[src/rtl/qpot_pkg.sv]
package qpot_pkg;

  // Queue geometry.
  localparam int QueueDepth = 1024;
  localparam int SlotW      = (QueueDepth > 1) ? $clog2(QueueDepth) : 1;
  localparam int OccW       = $clog2(QueueDepth + 1);

  // Request and result field widths.
  localparam int OpW    = 2;
  localparam int LenW   = 32;
  localparam int EntryW = 11;
  localparam int StW    = 2;
  localparam int PosW   = 64;

  // Width that holds both an entry number and an occupancy, and one more bit for sums.
  localparam int WideW = (OccW > EntryW) ? OccW : EntryW;
  localparam int SumW  = WideW + 1;

  // Depth of the command queue between the front and the back part.
  localparam int CmdQDepth = 2;
  localparam int CmdQPtrW  = $clog2(CmdQDepth);
  localparam int CmdQCntW  = $clog2(CmdQDepth + 1);

  typedef enum logic [OpW-1:0] {
    OP_PUSH  = 2'd0,
    OP_POP   = 2'd1,
    OP_QUERY = 2'd2
  } op_e;

  typedef enum logic [StW-1:0] {
    ST_OK    = 2'd0,
    ST_EMPTY = 2'd1,
    ST_FULL  = 2'd2
  } status_e;

  // Classified command handed from the front to the back part.
  typedef enum logic [1:0] {
    CMD_PUSH,
    CMD_POP,
    CMD_QUERY,
    CMD_BAD
  } cmd_kind_e;

  typedef struct packed {
    logic [OpW-1:0]    operation;
    logic [LenW-1:0]   length;
    logic [EntryW-1:0] entry_number;
  } req_t;

  typedef struct packed {
    status_e         status;
    logic [PosW-1:0] start_position;
  } rsp_t;

  typedef struct packed {
    cmd_kind_e         kind;
    logic [LenW-1:0]   length;
    logic [EntryW-1:0] entry_number;
  } cmd_t;

  // Status of the back part, watched at the top level.
  typedef struct packed {
    logic [OccW-1:0] occupancy;
  } bk_stat_t;

  // Ring successor of a slot index.
  function automatic logic [SlotW-1:0] next_slot(input logic [SlotW-1:0] s);
    logic [SlotW-1:0] r;
    if (s == SlotW'(QueueDepth - 1)) begin
      r = '0;
    end else begin
      r = s + SlotW'(1);
    end
    return r;
  endfunction

endpackage

[src/rtl/qpot_front.sv]
module qpot_front (
  input  logic             clk_i,
  input  logic             rst_ni,
  input  logic             start,
  output logic             busy,
  input  qpot_pkg::req_t   req_i,
  output qpot_pkg::cmd_t   cmd_o,
  output logic             cmd_valid_o,
  input  logic             cmd_pop_i
);

  qpot_pkg::cmd_t                      cmdq_q [qpot_pkg::CmdQDepth];
  logic [qpot_pkg::CmdQPtrW-1:0]       wr_ptr_q, wr_ptr_d;
  logic [qpot_pkg::CmdQPtrW-1:0]       rd_ptr_q, rd_ptr_d;
  logic [qpot_pkg::CmdQCntW-1:0]       cnt_q, cnt_d;
  qpot_pkg::cmd_t                      cmd_new;
  logic                                push;

  // Classify the incoming request; an unused code or a query for entry zero is rejected later.
  always_comb begin
    cmd_new.length       = req_i.length;
    cmd_new.entry_number = req_i.entry_number;
    unique case (req_i.operation)
      qpot_pkg::OP_PUSH: begin
        cmd_new.kind = qpot_pkg::CMD_PUSH;
      end
      qpot_pkg::OP_POP: begin
        cmd_new.kind = qpot_pkg::CMD_POP;
      end
      qpot_pkg::OP_QUERY: begin
        cmd_new.kind = (req_i.entry_number == '0) ? qpot_pkg::CMD_BAD
                                                  : qpot_pkg::CMD_QUERY;
      end
      default: begin
        cmd_new.kind = qpot_pkg::CMD_BAD;
      end
    endcase
  end

  assign busy        = (cnt_q == qpot_pkg::CmdQCntW'(qpot_pkg::CmdQDepth));
  assign push        = start && !busy;
  assign cmd_valid_o = (cnt_q != '0);
  assign cmd_o       = cmdq_q[rd_ptr_q];

  // Pointer and count updates of the command queue.
  always_comb begin
    wr_ptr_d = wr_ptr_q;
    rd_ptr_d = rd_ptr_q;
    cnt_d    = cnt_q;
    if (push) begin
      wr_ptr_d = (wr_ptr_q == qpot_pkg::CmdQPtrW'(qpot_pkg::CmdQDepth - 1)) ? '0
                 : wr_ptr_q + qpot_pkg::CmdQPtrW'(1);
    end
    if (cmd_pop_i) begin
      rd_ptr_d = (rd_ptr_q == qpot_pkg::CmdQPtrW'(qpot_pkg::CmdQDepth - 1)) ? '0
                 : rd_ptr_q + qpot_pkg::CmdQPtrW'(1);
    end
    if (push && !cmd_pop_i) begin
      cnt_d = cnt_q + qpot_pkg::CmdQCntW'(1);
    end else if (!push && cmd_pop_i) begin
      cnt_d = cnt_q - qpot_pkg::CmdQCntW'(1);
    end
  end

  always_ff @(posedge clk_i or negedge rst_ni) begin
    if (!rst_ni) begin
      wr_ptr_q <= '0;
      rd_ptr_q <= '0;
      cnt_q    <= '0;
    end else begin
      wr_ptr_q <= wr_ptr_d;
      rd_ptr_q <= rd_ptr_d;
      cnt_q    <= cnt_d;
    end
  end

  // Queue storage carries payload only.
  always_ff @(posedge clk_i) begin
    if (push) begin
      cmdq_q[wr_ptr_q] <= cmd_new;
    end
  end

endmodule

[config.mk]
export PLATFORM = sky130hd
export DESIGN_NAME = qpot_front
export DESIGN_NICKNAME = d
export VERILOG_FILES = /design/src/rtl/qpot_pkg.sv /design/src/rtl/qpot_front.sv
export SDC_FILE = /design/constraint.sdc
export NUM_CORES = 1
export LEC_CHECK = 0
export ABC_AREA = 1
export BUFFER_PORTS_ARGS = -buffer_cell sky130_fd_sc_hd__buf_2
export CAP_MARGIN = 10
export CORE_MARGIN = 3
export CORE_UTILIZATION = 55
export CTS_BUF_LIST = sky130_fd_sc_hd__clkbuf_16
export CTS_CLUSTER_SIZE = 28
export DETAILED_ROUTE_END_ITERATION = 8
export PLACE_DENSITY = 0.89
export SLEW_MARGIN = 15
export SYNTH_ARGS = -nofsm -noshare
export SYNTH_HDL_FRONTEND = slang
export SYNTH_SLANG_ARGS = --single-unit
[constraint.sdc]
create_clock -name clk_i -period 8.03 [get_ports clk_i]
set_clock_uncertainty 0.2 [all_clocks]
set_input_delay 0.4015 -clock clk_i [delete_from_list [all_inputs] [get_ports clk_i]]
set_output_delay 0.4015 -clock clk_i [all_outputs]
set_load 0.01 [all_outputs]
# Yosys cells after proc, flatten, opt, wreduce, memory -nomap -nowiden
# Memories as Yosys holds them, arrays and structs flattened.
# Cells that the tools add are included.
dict set report word_totals {
  ff_bits 4
  mem_bits_rw 90
  inputBits 49
  n_memories 1
}
dict set report op_classes {
  addsub 4
  eq_ne 3
  mux 8
  n_reduce_logical 10
}
# name depth word_bits rd rd_clocked_by_memory_dff wr line
set mem_list {}
lappend mem_list {cmdq_q 2 45 1 0 1 qpot_front.sv:12} ;# qpot_pkg::cmd_t cmdq_q [qpot_pkg::CmdQDepth];
# cell n
set ops {}
lappend ops {{$logic_not A11 Y1} 1}
lappend ops {{$pmux W2 S3} 1}
lappend ops {{$mux W1} 5}
lappend ops {{$eq A2 B2 Y1 const B} 2}
lappend ops {{$mux W2} 2}
lappend ops {{$reduce_bool A2 Y1} 2}
lappend ops {{$logic_and A1 B1 Y1} 3}
lappend ops {{$logic_not A1 Y1} 3}
lappend ops {{$add A1 B1 Y1 const B} 2}
lappend ops {{$add A2 B1 Y2 const B} 1}
lappend ops {{$eq A2 B1 Y1 const B} 1}
lappend ops {{$logic_not A2 Y1} 1}
lappend ops {{$sub A2 B1 Y2 const B} 1}

# Logic depth before layout (Yosys ltp)
# Gate-level depths: netlist (run 1).
dict set report logic_depth {
  word_depth 7
  ltp_mapped 9
  mapped_depth_nobuf 9
}

# Worst setup path after synthesis (run 1)
# No wires, ideal clock.
dict set report synth_timing {
  path_type {register to register}
  startpoint {register cnt_q[1] (netlist bit)}
  endpoint {memory cmdq_q[0][0] (netlist bit) (enable)}
  setup_time_ns 0.447
  arrival_ns 2.449
  required_time_ns 7.383
  slack_ns 4.933
  stages_incl_launch_ff 4
  period_less_slack_ns 3.097
  cell_sequence {dfrtp_1 inv_1 o21ai_2 nor2_1}
}
dict set report synth_via {
  elab_chain_len 5
}
# element line
set synth_rtl {}
lappend synth_rtl {{start: declaration} qpot_front.sv:15} ;# logic [qpot_pkg::CmdQCntW-1:0] cnt_q, cnt_d;
lappend synth_rtl {{start signal: assignment} qpot_front.sv:73} ;# cnt_q <= cnt_d;
lappend synth_rtl {{$eq A2 B2 Y1} qpot_front.sv:40} ;# assign busy = (cnt_q == qpot_pkg::CmdQCntW'(qpot_pkg::CmdQDepth));
lappend synth_rtl {{$logic_not A1 Y1} qpot_front.sv:41} ;# assign push = start && !busy;
lappend synth_rtl {{$logic_and A1 B1 Y1} qpot_front.sv:41}
lappend synth_rtl {{$mux W1} qpot_front.sv:79} ;# if (push) begin
lappend synth_rtl {{$mux W1 (not written as such)} qpot_front.sv:80} ;# cmdq_q[wr_ptr_q] <= cmd_new;
lappend synth_rtl {{end: declaration} qpot_front.sv:12}
# No other way between the ends.

==> qor.csv, run 1 <==
stage,metric,value,unit
outcome,outcome,finished clean,
sta,rsz0062_at_grt,false,
clock_tree,cts_tree,built,
detailed_routing,routed_wl,6.03,mm
synth,syn_avg_cell_area,20.6,µm²
min_path,hp-class,input pin to flop,
sta,hold_violations,0,
synth,synth_top_area_share,72.6,%
detailed_routing,drt-initial-drc-count,94,
synth,synth-seq-cells,94,
detailed_routing,drt_first_pass_iters,4,
worst_setup_path,crit_required,7.43,ns
worst_setup_path,crit_start,rd_ptr_q$_DFFE_PN0P_,
clock_tree,worstSkewPairLatency,0.33,ns
sta,fmax,370,MHz
synth,yosys_warnings,0,
clock_tree,post-cts-setup-buffers,0,
grt,antenna_found_initial,1,
cells_and_area,n_fill_cell,452,
sta,period_needed,2.70,ns
clock_tree,cts.reportedPaths.clkPinSlew,0.06,ns
floorplan,rows,29,
grt,grt_pass1_vias,1825,
synth,synth_area_leader_cell,edfxtp_1,
clock_tree,cts_buffers,9,
synth,syn_inst,181,
sta,setup_violations,0,
grt,grt_start_max_net_pins,34,
place,routabilityCongestion,0.714,
sta,fin_setup_tns,0,ns
flow_run,cap_violations,0,
detailed_routing,top_layer,met5,
floorplan,start_util,57.6,%
min_path,hold_start,req_i[21],
synth,synth_cell_types,17,
synth,syn-cell-area,3720,µm²
sta,worstMarginPinSlew,0.676,ns
power,power_density,355,nW/µm²
worst_setup_path,end_kind,primary output,
worst_setup_path,startpoint_type,flop,
floorplan,die_y,88.3,µm
synth,postSynth.asyncResetShare,4.26,%
worst_setup_path,rr_startpoint,cnt_q[1]$_DFFE_PN0P_,
clock_tree,clock_sinks,94,
cells_and_area,diodes,0,
detailed_routing,dr_wl_met3,447,µm
cells_and_area,drive_gt1_share,54.8,%
sta,drv_slew,0,
synth,yosysMostFrequentCell,edfxtp_1,
sta,max_slew_margin,54.8,%
floorplan,coreArea,6460,µm²
cells_and_area,syn2layout_area_growth,20.9,%
place,dpl.hpwl,4.07,mm
detailed_routing,wl_met2,3.08,mm
sta,post-route-period-util,33.7,%
synth,ys.flop_type,edfxtp_1,
cells_and_area,finish.utilization,69.7,%
detailed_routing,ant_nets,0,
clock_tree,h-tree-depth,3,
floorplan,io_pins,96,
clock_tree,clock-root-buffer,clkbuf_16,
detailed_routing,wire_per_inst,16.4,µm
clock_tree,cts_resized,0,
cells_and_area,nNetsFinal,335,
synth,synth_area_leaders,"edfxtp_1, mux2_4, dfrtp_1, buf_12, mux2_2",
synth,synth_commonest_cells,"edfxtp_1, mux2_4, nand2_1, inv_1, nor2_1",
floorplan,die_area,7790,µm²
worst_setup_path,path_class,flop to primary output,
synth,synth_edf_count,90,
grt,overflow,0,
detailed_routing,vias_per_cell,4.98,
clock_tree,clockBufferDepth,2,
grt,grt_pass1_wl,9.09,mm
cells_and_area,regArea,2800,µm²
worst_setup_path,cp_data_arrival_time,2.10,ns
floorplan,die_w,88.3,µm
worst_setup_path,path_max_fanout,33,
place,io_buffers,95,
synth,ys_seq_area_share,75.3,%
detailed_routing,drc,0,
power,peakVddDrop,0.000218,V
detailed_routing,via_count,1829,
synth,syn-num-nets,231,
cells_and_area,multi_input_area,805,µm²
detailed_routing,wl_met1,2.40,mm
grt,grt_usage,16.3,%
power,power_leakage,1.87,nW
sequential cells by signal, indices dropped and copies added (netlist names):
name and count:
cmdq_q 90, wr_ptr_q 1, rd_ptr_q 1, cnt_q 2
repair_timing:
action                     CTS  global route
hold endpoints to repair     4             0
hold buffers                 1             0
setup endpoints to repair    0             0
worst max-delay path, stage by stage, from the launching register on:
cell	delay [ns]
dfrtp_2	0.64
buf_4	0.57
mux2_2	0.40
buf_2	0.14
worst paths after layout:
path	endpoint	slack, ns	depth (start not counted)
max in group asynchronous	rd_ptr_q$_DFFE_PN0P_	7.27	2
hold reg to reg	cnt_q[1]$_DFFE_PN0P_	0.32	2
setup / recovery	cmd_o[41]	5.33	3
min in group asynchronous	cnt_q[0]$_DFFE_PN0P_	0.22	2
hold / removal	cmdq_q[1][21]$_DFFE_PP_	0.06	1
setup reg to reg	cmdq_q[1][40]$_DFFE_PP_	5.87	4
report_power, final:
group	switching, mW	internal (mW)	leakage [nW]
sequential	0.0501	0.672	0.883
combinational	0.250	0.262	0.847
clock	0.159	0.203	0.142
routing by layer:
metal,vias to the layer above,GRT usage [%]
li1,886,-
met1,861,18.6
met2,69,28.2
met3,11,5.77
met4,2,6.59
met5,-,0
layout by cell type, fill, tap and decap left out, types with 3 or more instances in the layout:
cell type  instances
buf_4              3
inv_1             13
dfrtp_1            3
nor2_1             7
nand2_1           10
buf_2             95
mux2_2             6
clkbuf_16          9
edfxtp_1          90
mux2_4            39
metrics by stage:
step | power, mW | std cells | instance area [µm²] | setup slack (ns) | hold slack [ns]
after floorplan | 1.12 | 181 | 3720 | 4.93 | -0.0941
after global placement | 1.23 | 350 | 4240 | 5.68 | 0.0113
after detailed placement | 1.25 | 350 | 4240 | 5.64 | 0.0149
after CTS | 1.62 | 367 | 4500 | 5.28 | 0.0417
after global routing | 1.68 | 367 | 4500 | 5.21 | 0.0429
final | 1.60 | 367 | 4500 | 5.33 | 0.0559
layout make-up:
cell class	count	area share, %
clock buffer	9	5.00
tap	77	2.14
inverter	9	0.751
timing repair buffer	99	11.3
clock inverter	7	0.639
sequential	94	62.3
multi-input combinational	72	17.9
cells by family after synthesis:
kind of cell	synth area share, %
fa+ha+maj	0.336
flops	75.3
compound gates	0.235
mux	17.6
xor+xnor	0.706
buf+inv	3.46
simple gates	2.39
Note: power is estimated with default switching activity, not from simulation.
==> inputs of run 2 (changes only) <==
- ABC_AREA: 1 -> 0
- CORE_UTILIZATION: 55 -> 52
- PLACE_DENSITY: 0.89 -> 0.86
- clock period: 8.03 -> 2.8 ns (I/O delays scaled with it)
==> run 2 against run 1 <==
Against the previous run: die area up 4.2%; via count up 6.2%; clock power rose to 3.2 times the previous value; combinational power rose to 3.0 times the previous value; sequential cell count unchanged; area after synthesis down 1.1%; sequential power rose to 2.9 times the previous value; register-to-register slack worse by 5.0 ns; clock-buffer cell count unchanged; setup slack worse by 4.7 ns; first-iteration DRC count down 20%; core utilization up 3.9 points; largest power group unchanged; highest routed layer is now met4.
==> qor.csv, run 2 <==
stage,metric,value,unit
floorplan,coreArea,6830,µm²
cells_and_area,syn2layout_area_growth,36.7,%
sta,hold_violations,0,
floorplan,die_area,8120,µm²
sta,fmax,456,MHz
detailed_routing,vias_per_cell,4.66,
sta,setup_violations,0,
cells_and_area,drive_gt1_share,50.2,%
cells_and_area,diodes,0,
sta,worstMarginPinSlew,0.575,ns
floorplan,rows,30,
synth,synth_edf_count,90,
grt,grt_usage,17.1,%
power,peakVddDrop,0.000748,V
synth,synth_commonest_cells,"edfxtp_1, mux2_4, mux2_2, buf_12, dfrtp_1",
synth,ys_seq_area_share,76.2,%
cells_and_area,largest_reg_flops,90,
clock_tree,clock_sinks,94,
power,power_frac_clock,24.2,%
detailed_routing,wl_met2,3.40,mm
power,power,4.79,mW
cells_and_area,final_cell_mix,"buf_2, edfxtp_1, dlygate4sd3_1, mux2_4, clkbuf_16",
power,p_int,3.45,mW
detailed_routing,wire_per_inst,15.5,µm
outcome,outcome,finished clean,
synth,synth_top_area_share,73.5,%
synth,ys.flop_type,edfxtp_1,
clock_tree,h-tree-depth,3,
grt,antenna_found_initial,0,
clock_tree,worstSkewPairLatency,0.33,ns
synth,synth_area_leaders,"edfxtp_1, mux2_4, dfrtp_1, buf_12, mux2_2",
floorplan,start_util,53.8,%
cells_and_area,mostFrequentLayoutCell,buf_2,
sta,finalWorstSetupSlack,0.605,ns
sta,max_slew_margin,61.6,%
clock_tree,cts.reportedPaths.clkPinSlew,0.06,ns
min_path,hold_start,cnt_q[1]$_DFFE_PN0P_,
synth,yosys_warnings,0,
synth,syn-cell-area,3680,µm²
worst_setup_path,startpoint_type,flop,
place,routabilityCongestion,0.704,
detailed_routing,wl_met1,2.61,mm
cells_and_area,design_area,5030,µm²
clock_tree,cts_tree,built,
detailed_routing,dr_wl_met3,306,µm
cells_and_area,reg_top3,"cmdq_q x90, cnt_q x2",
synth,postSynth.asyncResetShare,4.26,%
worst_setup_path,end_kind,primary output,
floorplan,die_y,90.1,µm
min_path,hp-class,flop to flop,
worst_setup_path,crit_start,rd_ptr_q$_DFFE_PN0P_,
synth,syn_inst,164,
floorplan,io_pins,96,
synth,synth-seq-cells,94,
detailed_routing,via_count,1942,
cells_and_area,regMostFlops,cmdq_q,
place,dpl_cell_area,4250,µm²
detailed_routing,drt-initial-drc-count,75,
worst_setup_path,path_class,flop to primary output,
place,dpl.hpwl,4.12,mm
power,sw_frac_of_total,27.9,%
power,p_sw,1.34,mW
clock_tree,cts_buffers,9,
detailed_routing,drc,0,
sta,drv_slew,0,
sta,fin_setup_tns,0,ns
detailed_routing,routed_wl,6.46,mm
worst_setup_path,path_max_fanout,30,
power,seq_power_share,43.5,%
power,power_leakage,2.05,nW
sta,post-route-period-util,78.4,%
power,power_density,952,nW/µm²
worst_setup_path,rr_startpoint,cnt_q[0]$_DFFE_PN0P_,
worst_setup_path,cp_data_arrival_time,1.85,ns
worst_setup_path,crit_required,2.46,ns
flow_run,cap_violations,0,
synth,yosysMostFrequentCell,edfxtp_1,
clock_tree,cts_resized,0,
detailed_routing,ant_nets,0,
place,dp_slack,0.824,ns
synth,synth_area_leader_cell,edfxtp_1,
floorplan,die_w,90.1,µm
synth,synth_cell_types,19,
cells_and_area,nNetsFinal,366,
detailed_routing,drt_first_pass_iters,4,
grt,grt_pass1_wl,10.6,mm
grt,overflow,0,
clock_tree,post-cts-setup-buffers,0,
grt,grt_start_max_net_pins,31,
sta,period_needed,2.19,ns
grt,grt_pass1_vias,2077,
synth,syn_avg_cell_area,22.4,µm²
clock_tree,clockBufferDepth,2,
clock_tree,clock-root-buffer,clkbuf_16,
sta,rsz0062_at_grt,false,
power,p_comb_share,32.3,%
detailed_routing,top_layer,met4,
synth,syn-num-nets,214,
place,io_buffers,95,
-- run 2: final timing paths --
check                           slack (ns)  cells after the start                       to
max in group asynchronous             1.70                      3     rd_ptr_q$_DFFE_PN0P_
min in group asynchronous             0.52                      3     cnt_q[0]$_DFFE_PN0P_
worst min-delay path                  0.30                      1     cnt_q[1]$_DFFE_PN0P_
worst max register to register        0.83                      4  cmdq_q[0][11]$_DFFE_PP_
worst max-delay path                  0.61                      3                cmd_o[42]
worst min register to register        0.30                      1     cnt_q[1]$_DFFE_PN0P_
-- run 2: kinds of logic (layout without fill, tap and decap cells) --
family / Yosys count / after routing / synth area share, %
buf+inv: 9 / 166 / 2.89
simple gates: 9 / 9 / 1.39
flops: 94 / 94 / 76.2
xor+xnor: 5 / 5 / 1.19
compound gates: 1 / 1 / 0.238
mux: 45 / 45 / 17.8
fa+ha+maj: 1 / 1 / 0.340
-- run 2: layout make-up --
class                           instances  area, µm²
Timing Repair Buffer                  147       1030
Clock inverter                          7       63.8
Inverter                                3       11.3
Clock buffer                            9        225
Multi-Input combinational cell         61        778
Sequential cell                        94       2800
Fill cell                             447       1800
Tap cell                               96        120
-- run 2: metal layers --
metal  global-route usage (%)  up-vias
met5                        0        -
met4                     8.55        0
met3                     4.44       11
met2                     28.6       58
met1                     20.6      933
li1                         -      940
-- run 2: power by group through the flow --
stage                     registers, mW  logic, mW  clock network [mW]
final                              2.08       1.55                1.16
after floorplan                    2.03       1.17                   0
after detailed placement           2.12       1.51                   0
after CTS                          2.09       1.57                1.19
after global placement             2.09       1.50                   0
after global routing               2.12       1.66                1.24
-- run 2: stage by stage --
stage / hold WS (ns) / instances / util [%]
after floorplan: -0.356 / 164 / -
after global placement: -0.250 / 352 / 62.2
after detailed placement: -0.248 / 352 / 62.2
after CTS: 0.300 / 417 / 73.6
after global routing: 0.331 / 417 / 73.6
final: 0.304 / 417 / 73.6
-- run 2: what timing repair did --
action	4_1_cts	5_1_grt
hold buffers	49	0
setup endpoints to repair	0	0
endpoints found under the hold margin	96	0
-- run 2: worst max-delay path, stage by stage, from the launching register on --
cell	delay, ns
dfrtp_2	0.70
buf_12	0.31
mux2_2	0.36
buf_2	0.14
